<file path="config.mk">
export PLATFORM = sky130hd
export DESIGN_NAME = digit_fold_hash_probe_insert_unit
export DESIGN_NICKNAME = d
export VERILOG_FILES = /design/src/sv/dfh_pkg.sv /design/src/sv/digit_fold_hash_probe_insert_unit.sv /design/src/sv/dfh_mod.sv /design/src/sv/dfh_front.sv /design/src/sv/dfh_fifo.sv /design/src/sv/dfh_table.sv /design/src/sv/dfh_back.sv
export SDC_FILE = /design/constraint.sdc
export NUM_CORES = 2
export LEC_CHECK = 0
export CORE_ASPECT_RATIO = 2
export CORE_MARGIN = 2
export CORE_UTILIZATION = 35
export CTS_CLUSTER_DIAMETER = 30
export DETAILED_ROUTE_END_ITERATION = 10
export DONT_BUFFER_PORTS = 1
export SYNTH_ARGS = -nofsm -noshare
export SYNTH_HDL_FRONTEND = slang
export SYNTH_SLANG_ARGS = --single-unit
</file>
<file path="constraint.sdc">
create_clock -name clk -period 22.1 [get_ports clk]
set_input_delay 3.315 -clock clk [delete_from_list [all_inputs] [get_ports clk]]
set_output_delay 3.315 -clock clk [all_outputs]
set_load 0.01 [all_outputs]
</file>
<file path="src/sv/dfh_pkg.sv">
// shared types, constants and helper functions for the digit fold hash insert unit
// no dependencies
package dfh_pkg;

	localparam int TABLE_DEPTH_DEF = 256;
	localparam int SIZE_W          = 9;
	localparam int SIZE_MAX        = (1 << SIZE_W) - 1;
	localparam logic [SIZE_W-1:0] SIZE_RESET = SIZE_W'(101);
	localparam int KEY_W           = 24;
	localparam int DIGIT_W         = 4;
	localparam int HASH_W          = 11;
	localparam int COLL_W          = 10;
	localparam logic [COLL_W-1:0] COLL_MAX = COLL_W'(1023);
	localparam int SLOT_OUT_W      = 8;
	localparam int QDEPTH          = 2;

	typedef struct packed {
		logic [SIZE_W-1:0]  home;
		logic [DIGIT_W-1:0] stride;
	} probe_req_t;

	typedef struct packed {
		logic              used;
		logic [COLL_W-1:0] coll;
	} slot_entry_t;

	typedef enum logic [1:0] {
		F_IDLE,
		F_DIV,
		F_PUSH
	} front_state_t;

	typedef enum logic [2:0] {
		B_CLEAR,
		B_IDLE,
		B_HOME_RD,
		B_HOME_CHK,
		B_PROBE_RD,
		B_PROBE_CHK,
		B_OUT
	} back_state_t;

	// digit fold: 100*d5 + 10*d1 + d3
	function automatic logic [HASH_W-1:0] fold_hash(input logic [KEY_W-1:0] key);
		logic [HASH_W-1:0] d1;
		logic [HASH_W-1:0] d3;
		logic [HASH_W-1:0] d5;
		d1 = HASH_W'(key[19:16]);
		d3 = HASH_W'(key[11:8]);
		d5 = HASH_W'(key[3:0]);
		return HASH_W'(d5 * HASH_W'(100)) + HASH_W'(d1 * HASH_W'(10)) + d3;
	endfunction

	// single digit modulo the table size, four restoring steps
	function automatic logic [DIGIT_W-1:0] digit_mod(input logic [DIGIT_W-1:0] d,
		input logic [SIZE_W-1:0] size);
		logic [DIGIT_W:0] r;
		r = '0;
		for (int i = DIGIT_W - 1; i >= 0; i--) begin
			r = {r[DIGIT_W-1:0], d[i]};
			if (SIZE_W'(r) >= size) begin
				r = r - (DIGIT_W + 1)'(size);
			end
		end
		return r[DIGIT_W-1:0];
	endfunction

endpackage

</file>
<file path="src/sv/digit_fold_hash_probe_insert_unit.sv">
// channel     | dir | handshake                          | payload
// in          | in  | in_valid / in_stall                | key_digits
// out         | out | out_valid / out_stall              | placed_slot .. home_collisions
// table_size  | in  | table_size_valid / table_size_ready | table_size
//
// front: accepts a key, bit serial remainder (11 shifts and done), push once not full
// back: pops, reads and checks the home slot, then reads and checks each probe step; on a
// wrap to home it frees the first probed slot unless it is home, then hands over the result
// after reset the back clears all min(TABLE_DEPTH, 511) store slots, one slot a cycle;
// in_stall stays high meanwhile while table_size writes are taken as ever
// the result register lets the back start the next item while a result waits on out_stall
module digit_fold_hash_probe_insert_unit import dfh_pkg::*; #(
	parameter int TABLE_DEPTH = TABLE_DEPTH_DEF
) (
	input  logic                  clk,
	input  logic                  arst_n,
	input  logic                  table_size_valid,
	output logic                  table_size_ready,
	input  logic [SIZE_W-1:0]     table_size,
	input  logic                  in_valid,
	output logic                  in_stall,
	input  logic [KEY_W-1:0]      key_digits,
	output logic                  out_valid,
	input  logic                  out_stall,
	output logic [SLOT_OUT_W-1:0] placed_slot,
	output logic                  home_was_taken,
	output logic                  evicted,
	output logic [SLOT_OUT_W-1:0] freed_slot,
	output logic [COLL_W-1:0]     home_collisions
);

	// table_size never exceeds its 9 bits, so deeper stores are never reached
	localparam int STORE_DEPTH = (TABLE_DEPTH < SIZE_MAX) ? TABLE_DEPTH : SIZE_MAX;

	logic [SIZE_W-1:0] size_q;
	logic [SIZE_W-1:0] eff_size;
	logic              clearing;
	logic              push;
	probe_req_t        push_data;
	logic              full;
	logic              pop;
	probe_req_t        pop_data;
	logic              q_valid;

	assign table_size_ready = 1'b1;

	always_ff @(posedge clk or negedge arst_n) begin
		if (!arst_n) begin
			size_q <= SIZE_RESET;
		end else if (table_size_valid && table_size_ready) begin
			size_q <= table_size;
		end
	end

	always_comb begin
		if (size_q == '0) begin
			eff_size = SIZE_W'(1);
		end else if (32'(size_q) > STORE_DEPTH) begin
			eff_size = SIZE_W'(STORE_DEPTH);
		end else begin
			eff_size = size_q;
		end
	end

	dfh_front u_front (
		.clk        (clk),
		.arst_n     (arst_n),
		.eff_size   (eff_size),
		.hold       (clearing),
		.in_valid   (in_valid),
		.in_stall   (in_stall),
		.key_digits (key_digits),
		.push       (push),
		.push_data  (push_data),
		.full       (full)
	);

	dfh_fifo u_fifo (
		.clk       (clk),
		.arst_n    (arst_n),
		.push      (push),
		.push_data (push_data),
		.full      (full),
		.pop       (pop),
		.pop_data  (pop_data),
		.not_empty (q_valid)
	);

	dfh_back #(.DEPTH(STORE_DEPTH)) u_back (
		.clk             (clk),
		.arst_n          (arst_n),
		.eff_size        (eff_size),
		.q_valid         (q_valid),
		.q_data          (pop_data),
		.q_pop           (pop),
		.clearing        (clearing),
		.out_valid       (out_valid),
		.out_stall       (out_stall),
		.placed_slot     (placed_slot),
		.home_was_taken  (home_was_taken),
		.evicted         (evicted),
		.freed_slot      (freed_slot),
		.home_collisions (home_collisions)
	);

endmodule

</file>
<file path="src/sv/dfh_mod.sv">
// bit serial restoring remainder of the folded hash by the table size
// depends on dfh_pkg
module dfh_mod import dfh_pkg::*; (
	input  logic              clk,
	input  logic              arst_n,
	input  logic              start,
	input  logic [HASH_W-1:0] dividend,
	input  logic [SIZE_W-1:0] divisor,
	output logic              done,
	output logic [SIZE_W-1:0] rem
);

	localparam int CNT_W = $clog2(HASH_W);

	logic              busy_q;
	logic              done_q;
	logic [CNT_W-1:0]  cnt_q;
	logic [HASH_W-1:0] dvd_q;
	logic [SIZE_W-1:0] rem_q;
	logic [SIZE_W:0]   trial;

	assign trial = {rem_q, dvd_q[HASH_W-1]};

	always_ff @(posedge clk or negedge arst_n) begin
		if (!arst_n) begin
			busy_q <= 1'b0;
			done_q <= 1'b0;
			cnt_q  <= '0;
		end else begin
			done_q <= 1'b0;
			if (start) begin
				busy_q <= 1'b1;
				cnt_q  <= '0;
			end else if (busy_q) begin
				cnt_q <= cnt_q + CNT_W'(1);
				if (cnt_q == CNT_W'(HASH_W - 1)) begin
					busy_q <= 1'b0;
					done_q <= 1'b1;
				end
			end
		end
	end

	always_ff @(posedge clk) begin
		if (start) begin
			dvd_q <= dividend;
			rem_q <= '0;
		end else if (busy_q) begin
			dvd_q <= {dvd_q[HASH_W-2:0], 1'b0};
			if (trial >= (SIZE_W + 1)'(divisor)) begin
				rem_q <= SIZE_W'(trial - (SIZE_W + 1)'(divisor));
			end else begin
				rem_q <= trial[SIZE_W-1:0];
			end
		end
	end

	assign done = done_q;
	assign rem  = rem_q;

endmodule

</file>
<file path="src/sv/dfh_front.sv">
// front part: takes keys, folds the digits and reduces to home slot and stride
// depends on dfh_pkg and dfh_mod
module dfh_front import dfh_pkg::*; (
	input  logic              clk,
	input  logic              arst_n,
	input  logic [SIZE_W-1:0] eff_size,
	input  logic              hold,
	input  logic              in_valid,
	output logic              in_stall,
	input  logic [KEY_W-1:0]  key_digits,
	output logic              push,
	output probe_req_t        push_data,
	input  logic              full
);

	front_state_t       state_q;
	front_state_t       state_nxt;
	logic               accept;
	logic               mod_done;
	logic [SIZE_W-1:0]  mod_rem;
	logic [SIZE_W-1:0]  home_q;
	logic [DIGIT_W-1:0] stride_q;

	dfh_mod u_mod (
		.clk      (clk),
		.arst_n   (arst_n),
		.start    (accept),
		.dividend (fold_hash(key_digits)),
		.divisor  (eff_size),
		.done     (mod_done),
		.rem      (mod_rem)
	);

	always_comb begin
		state_nxt = state_q;
		unique case (state_q)
			F_IDLE: if (in_valid && !hold) state_nxt = F_DIV;
			F_DIV:  if (mod_done) state_nxt = F_PUSH;
			F_PUSH: if (!full) state_nxt = F_IDLE;
			default: state_nxt = F_IDLE;
		endcase
	end

	always_comb begin
		in_stall = 1'b1;
		push     = 1'b0;
		unique case (state_q)
			F_IDLE:  in_stall = hold;
			F_DIV:   in_stall = 1'b1;
			F_PUSH:  push = !full;
			default: in_stall = 1'b1;
		endcase
	end

	assign accept = in_valid && !in_stall;

	always_ff @(posedge clk or negedge arst_n) begin
		if (!arst_n) begin
			state_q <= F_IDLE;
		end else begin
			state_q <= state_nxt;
		end
	end

	always_ff @(posedge clk) begin
		if (accept) begin
			stride_q <= digit_mod(key_digits[23:20], eff_size);
		end
		if (mod_done) begin
			home_q <= mod_rem;
		end
	end

	assign push_data.home   = home_q;
	assign push_data.stride = stride_q;

endmodule

</file>
<file path="src/sv/dfh_fifo.sv">
// short queue of probe requests between front and back
// depends on dfh_pkg
module dfh_fifo import dfh_pkg::*; (
	input  logic       clk,
	input  logic       arst_n,
	input  logic       push,
	input  probe_req_t push_data,
	output logic       full,
	input  logic       pop,
	output probe_req_t pop_data,
	output logic       not_empty
);

	localparam int PTR_W = $clog2(QDEPTH);
	localparam int CNT_W = $clog2(QDEPTH + 1);

	probe_req_t       mem_q [QDEPTH];
	logic [PTR_W-1:0] wptr_q;
	logic [PTR_W-1:0] rptr_q;
	logic [CNT_W-1:0] cnt_q;

	assign full      = (cnt_q == CNT_W'(QDEPTH));
	assign not_empty = (cnt_q != '0);
	assign pop_data  = mem_q[rptr_q];

	always_ff @(posedge clk or negedge arst_n) begin
		if (!arst_n) begin
			wptr_q <= '0;
			rptr_q <= '0;
			cnt_q  <= '0;
		end else begin
			if (push) begin
				wptr_q <= (wptr_q == PTR_W'(QDEPTH - 1)) ? '0 : wptr_q + PTR_W'(1);
			end
			if (pop) begin
				rptr_q <= (rptr_q == PTR_W'(QDEPTH - 1)) ? '0 : rptr_q + PTR_W'(1);
			end
			if (push && !pop) begin
				cnt_q <= cnt_q + CNT_W'(1);
			end else if (pop && !push) begin
				cnt_q <= cnt_q - CNT_W'(1);
			end
		end
	end

	always_ff @(posedge clk) begin
		if (push) begin
			mem_q[wptr_q] <= push_data;
		end
	end

endmodule

</file>
<file path="src/sv/dfh_table.sv">
// slot store: used flag and collision count per slot, one write and one read port
// depends on dfh_pkg
module dfh_table import dfh_pkg::*; #(
	parameter int DEPTH = TABLE_DEPTH_DEF
) (
	input  logic                     clk,
	input  logic                     we,
	input  logic [$clog2(DEPTH)-1:0] waddr,
	input  slot_entry_t              wdata,
	input  logic [$clog2(DEPTH)-1:0] raddr,
	output slot_entry_t              rdata
);

	slot_entry_t mem [DEPTH];
	slot_entry_t rdata_q;

	always_ff @(posedge clk) begin
		if (we) begin
			mem[waddr] <= wdata;
		end
	end

	always_ff @(posedge clk) begin
		rdata_q <= mem[raddr];
	end

	assign rdata = rdata_q;

endmodule

</file>
<file path="src/sv/dfh_back.sv">
// back part: clearing pass, home check, stride probe, eviction and result register
// depends on dfh_pkg and dfh_table
module dfh_back import dfh_pkg::*; #(
	parameter int DEPTH = TABLE_DEPTH_DEF
) (
	input  logic                  clk,
	input  logic                  arst_n,
	input  logic [SIZE_W-1:0]     eff_size,
	input  logic                  q_valid,
	input  probe_req_t            q_data,
	output logic                  q_pop,
	output logic                  clearing,
	output logic                  out_valid,
	input  logic                  out_stall,
	output logic [SLOT_OUT_W-1:0] placed_slot,
	output logic                  home_was_taken,
	output logic                  evicted,
	output logic [SLOT_OUT_W-1:0] freed_slot,
	output logic [COLL_W-1:0]     home_collisions
);

	localparam int IDX_W = $clog2(DEPTH);
	localparam int SUM_W = SIZE_W + 1;

	back_state_t        state_q;
	back_state_t        state_nxt;
	logic [IDX_W-1:0]   clr_idx_q;
	logic [IDX_W-1:0]   home_q;
	logic [DIGIT_W-1:0] stride_q;
	logic [IDX_W-1:0]   pos_q;
	logic [IDX_W-1:0]   first_q;
	logic [IDX_W-1:0]   place_q;
	logic               taken_q;
	logic               ev_q;
	logic [COLL_W-1:0]  coll_q;
	logic [COLL_W-1:0]  first_coll_q;

	logic                  out_valid_q;
	logic [SLOT_OUT_W-1:0] placed_slot_q;
	logic                  taken_out_q;
	logic                  evicted_q;
	logic [SLOT_OUT_W-1:0] freed_slot_q;
	logic [COLL_W-1:0]     coll_out_q;

	logic                    we;
	logic [IDX_W-1:0]        waddr;
	slot_entry_t             wdata;
	logic [IDX_W-1:0]        raddr;
	slot_entry_t             rdata;
	logic [COLL_W-1:0]       coll_inc;
	logic [IDX_W-1:0]        step_base;
	logic [SUM_W-1:0]        step_sum;
	logic [IDX_W-1:0]        step_pos;
	logic                    at_home;
	logic                    out_free;
	logic                    load_out;
	logic [IDX_W+SLOT_OUT_W-1:0] place_ext;
	logic [IDX_W+SLOT_OUT_W-1:0] first_ext;

	dfh_table #(.DEPTH(DEPTH)) u_table (
		.clk   (clk),
		.we    (we),
		.waddr (waddr),
		.wdata (wdata),
		.raddr (raddr),
		.rdata (rdata)
	);

	assign coll_inc = (rdata.coll == COLL_MAX) ? rdata.coll : rdata.coll + COLL_W'(1);

	// next probe position, sum stays below twice the size
	assign step_base = (state_q == B_HOME_CHK) ? home_q : pos_q;
	always_comb begin
		step_sum = SUM_W'(step_base) + SUM_W'(stride_q);
		if (step_sum >= SUM_W'(eff_size)) begin
			step_sum = step_sum - SUM_W'(eff_size);
		end
		step_pos = step_sum[IDX_W-1:0];
	end

	assign at_home  = (pos_q == home_q);
	assign out_free = !out_valid_q || !out_stall;

	always_comb begin
		state_nxt = state_q;
		unique case (state_q)
			B_CLEAR:     if (clr_idx_q == IDX_W'(DEPTH - 1)) state_nxt = B_IDLE;
			B_IDLE:      if (q_valid) state_nxt = B_HOME_RD;
			B_HOME_RD:   state_nxt = B_HOME_CHK;
			B_HOME_CHK:  state_nxt = rdata.used ? B_PROBE_RD : B_OUT;
			B_PROBE_RD:  state_nxt = at_home ? B_OUT : B_PROBE_CHK;
			B_PROBE_CHK: state_nxt = rdata.used ? B_PROBE_RD : B_OUT;
			B_OUT:       if (out_free) state_nxt = B_IDLE;
			default:     state_nxt = B_IDLE;
		endcase
	end

	always_comb begin
		q_pop    = 1'b0;
		clearing = 1'b0;
		load_out = 1'b0;
		we       = 1'b0;
		waddr    = pos_q;
		wdata    = '0;
		raddr    = pos_q;
		unique case (state_q)
			B_CLEAR: begin
				clearing = 1'b1;
				we       = 1'b1;
				waddr    = clr_idx_q;
			end
			B_IDLE: begin
				q_pop = q_valid;
			end
			B_HOME_RD: begin
				raddr = home_q;
			end
			B_HOME_CHK: begin
				// home ends up used either way, count bumps only on a collision
				we         = 1'b1;
				waddr      = home_q;
				wdata.used = 1'b1;
				wdata.coll = rdata.used ? coll_inc : rdata.coll;
			end
			B_PROBE_RD: begin
				// wrapped to home: free the first probed slot unless it is home
				if (at_home && (first_q != home_q)) begin
					we         = 1'b1;
					waddr      = first_q;
					wdata.used = 1'b0;
					wdata.coll = first_coll_q;
				end
			end
			B_PROBE_CHK: begin
				if (!rdata.used) begin
					we         = 1'b1;
					waddr      = pos_q;
					wdata.used = 1'b1;
					wdata.coll = rdata.coll;
				end
			end
			B_OUT: begin
				load_out = out_free;
			end
			default: begin
				q_pop = 1'b0;
			end
		endcase
	end

	always_ff @(posedge clk or negedge arst_n) begin
		if (!arst_n) begin
			state_q     <= B_CLEAR;
			clr_idx_q   <= '0;
			out_valid_q <= 1'b0;
		end else begin
			state_q <= state_nxt;
			if (state_q == B_CLEAR) begin
				clr_idx_q <= clr_idx_q + IDX_W'(1);
			end
			if (load_out) begin
				out_valid_q <= 1'b1;
			end else if (!out_stall) begin
				out_valid_q <= 1'b0;
			end
		end
	end

	always_ff @(posedge clk) begin
		if (q_pop) begin
			home_q   <= q_data.home[IDX_W-1:0];
			stride_q <= q_data.stride;
			ev_q     <= 1'b0;
		end
		if (state_q == B_HOME_CHK) begin
			taken_q <= rdata.used;
			coll_q  <= rdata.used ? coll_inc : rdata.coll;
			place_q <= home_q;
			pos_q   <= step_pos;
			first_q <= step_pos;
		end
		if ((state_q == B_PROBE_RD) && at_home) begin
			ev_q <= 1'b1;
		end
		if (state_q == B_PROBE_CHK) begin
			if (pos_q == first_q) begin
				first_coll_q <= rdata.coll;
			end
			if (rdata.used) begin
				pos_q <= step_pos;
			end else begin
				place_q <= pos_q;
			end
		end
	end

	assign place_ext = {{SLOT_OUT_W{1'b0}}, place_q};
	assign first_ext = {{SLOT_OUT_W{1'b0}}, first_q};

	always_ff @(posedge clk) begin
		if (load_out) begin
			placed_slot_q <= place_ext[SLOT_OUT_W-1:0];
			taken_out_q   <= taken_q;
			evicted_q     <= ev_q;
			freed_slot_q  <= ev_q ? first_ext[SLOT_OUT_W-1:0] : '0;
			coll_out_q    <= coll_q;
		end
	end

	assign out_valid       = out_valid_q;
	assign placed_slot     = placed_slot_q;
	assign home_was_taken  = taken_out_q;
	assign evicted         = evicted_q;
	assign freed_slot      = freed_slot_q;
	assign home_collisions = coll_out_q;

endmodule

</file>
==> metrics <==
GRT overflow 0; Crit path depth 27; hold depth 0; Layout Nets 9031; # Post-CTS Setup Buffers 0; Multi-input gate area around 30000 sq um; Routed Antenna Nets 0; Final Hold Violating Endpoints 0; status finished, violations left; sequential-to-total area share from yosys stat 73.6%; Compound-Gate Fraction of Synth Area 5.17%; hold_buf cts 0; Yosys reg bits ~3000; post-synthesis adder-cell area fraction less than 1%; mux cell area share after synthesis 3.91%; Worst-path clk slew around 0.07 ns; WP data required 22.75 ns; xor/xnor share of the synthesized area 0.561%; min cycle time layout 8.32 ns; Syn Inst Count about 9000; Clock Path Buffers 4; failing checks capacitance limit, slew limit; die width approximately 420 um; H-tree Lvls 5; final wirelength 421000 um; CTS Buf Count 278; area delta synth->final 12.8%; Post-synth EDFFs 2932; Slew headroom -6.19%; period utilization between 30% and 40%; setup_tns 0 ns; Worst Path Buf+Inv 2; Netlist Area Pre-Place 122000 sq um; Synth area leaders edfxtp_1 (72%), nand2_1 (6.9%), nand3_1 (3.3%), mux4_2 (2.1%), nor2_1 (1.2%); hold slack between 0.4 and 0.5 ns; Async SR Flop Fraction 1.10%; Synth Flop Type edfxtp_1; post_cts resized 0; DIE AREA 353000 sq um; Worst VDD drop 0.139 mV; CP Capture Type register; syn nets 8966; first-pass GRT wire length 583000 um; RSZ-0062 raised after global routing false; # rows roughly 300; area leader, netlist edfxtp_1; highest-delay cell along the critical path mux2i_1; wire per inst 30.5 um; GPL Wtd Cong 0.921; post-synth cell types 83; Largest stage delay, worst path 0.60 ns; Fillers between 30000 and 40000; Worst Skew 0.0668 ns; top-count cell post-synth edfxtp_1; post-DR vias/cell approximately 5.7; most used cell, CP a21o_1; fraction of layout cells with a size suffix above 1 about 11%; Die Y 838 um; IO Port Bufs 0; Synth Area in Simple Gates between 10 and 15%; fmax 120 MHz; worst setup path class input pin to register; Worst Tran Pin Value 1.59 ns; Lkg Pwr about 47 nW; CORE AREA 346000 sq um; Hold Crit Class register to register; Tot GR Track Use between 20% and 30%; sequential cell area ~90000 sq um; number of antenna violations at the first check in global routing 38; largest family of logic cells by synthesized area simple AND/OR/NAND/NOR gates; max-slew violations around 120; total of max-cap violations 2; DP HPWL 266000 um; CTS Sinks 3002; maximum number of pins on one net before global-route repair 229; Starting Density about a third; vias in the first global route 76400; post-synth top area share approximately 72%; Avg Cell Area, Syn ~14 sq um; I/O pin cnt 69; crit start category input pin; root buf cell clkbuf_16; critical path's top delay family compound AO/OA/AOI/OAI gates; vias after detailed routing ~79000; DRC 0; CTS tree built; Synth warnings 0; Clk Latency, worst-skew pair 0.93 ns; total power per unit cell area 151 nW/um^2; Detailed Routing Iterations Pass 1 7; arrival time worst endpoint 8.97 ns; initial drt markers 9112; CP max FO 6; top cells by count, synth edfxtp_1 (2932), nand2_1 (2241), nand3_1 (800), nor2_1 (381), a31oi_1 (221); final setup violation count 0; worst r2r path cells 14
-- cell usage in the layout, fill, tap and decap left out, types with 83 or more instances in the layout --
cell,instances
o21ai_0,107
a31oi_1,219
nand2_1,2234
mux4_2,116
nor2_1,364
clkbuf_16,286
a21oi_1,170
nand3_1,800
and3_1,172
mux2i_1,130
nand4_1,83
buf_4,307
edfxtp_1,2932
-- per-layer routing --
metal	track usage [%]	part of all wire, %	wire, um	vias up
li1	-	-	-	33100
met1	23.1	31	130000	39800
met2	39.5	50	210000	4444
met3	4.42	7.6	32100	1324
met4	23.8	12	48900	18
met5	0	0.028	119	-
-- sequential cells by signal, indices dropped and copies added, names as in the netlist, 9 cells and up --
register and cells:
u_front.u_mod.rem 9, u_back.u_table.rdata 11, u_fifo.mem_q 24, u_back.first_coll_q 10
u_back.coll_q 10, u_front.u_mod.dvd_q 11, size_q 9, u_back.home_collisions 10
u_back.u_table.mem 2816
-- final cells by class --
| cell class | count | area share [%] |
|---|---|---|
| inverter | 70 | 0.219 |
| tap | 4620 | 4.21 |
| multi-input combinational | 5238 | 21.6 |
| sequential | 3002 | 65.3 |
| timing repair buffer | 323 | 1.90 |
| clock buffer | 322 | 5.33 |
| clock inverter | 163 | 1.35 |
| antenna | 64 | 0.117 |
-- report_power, final --
part           total, mW  leakage, nW  switching [mW]  internal [mW]
sequential          7.22         27.7           0.189           7.03
clock               4.97         4.42            2.23           2.75
combinational       8.49         14.3            6.42           2.07
-- kinds of logic (layout without fill, tap and decap cells) --
kind of cell | Yosys count | count (layout)
other | 1 | 65
and+or+nand+nor | 3827 | 3827
DFF | 3002 | 3002
xor gates and xnor gates | 78 | 78
AOI/OAI and AO/OA | 932 | 932
adders and majority gates | 81 | 81
buffers and inverters | 608 | 878
muxes | 319 | 319
-- per-stage QoR --
stage / setup WS [ns] / std cells / utilization, % / area (sq um) / power [mW]
final: 13.78 / 13800 / 39.6 / 137000 / 20.7
after global routing: 13.53 / 13800 / 39.6 / 137000 / 21.2
after CTS: 13.84 / 13700 / 39.6 / 137000 / 20.5
after detailed placement: 12.94 / 13200 / 36.9 / 128000 / 15.6
after global placement: 12.65 / 13200 / 36.9 / 128000 / 15.4
after floorplan: 7.94 / 8848 / - / 122000 / 12.1
-- final timing paths --
check,end,slack (ns),start
max reg2reg,u_back.u_table.rdata[9],14.52,u_back.state_q[0]
max in group asynchronous,size_q[5],19.83,arst_n
max,u_front.stride_q[3],13.78,key_digits[23]
min reg2reg,u_back.home_collisions[6],0.43,u_back.coll_q[6]
min in group asynchronous,size_q[3],2.09,arst_n
min,u_back.home_collisions[6],0.43,u_back.coll_q[6]
No activity file was read; power rests on OpenSTA's default activity.
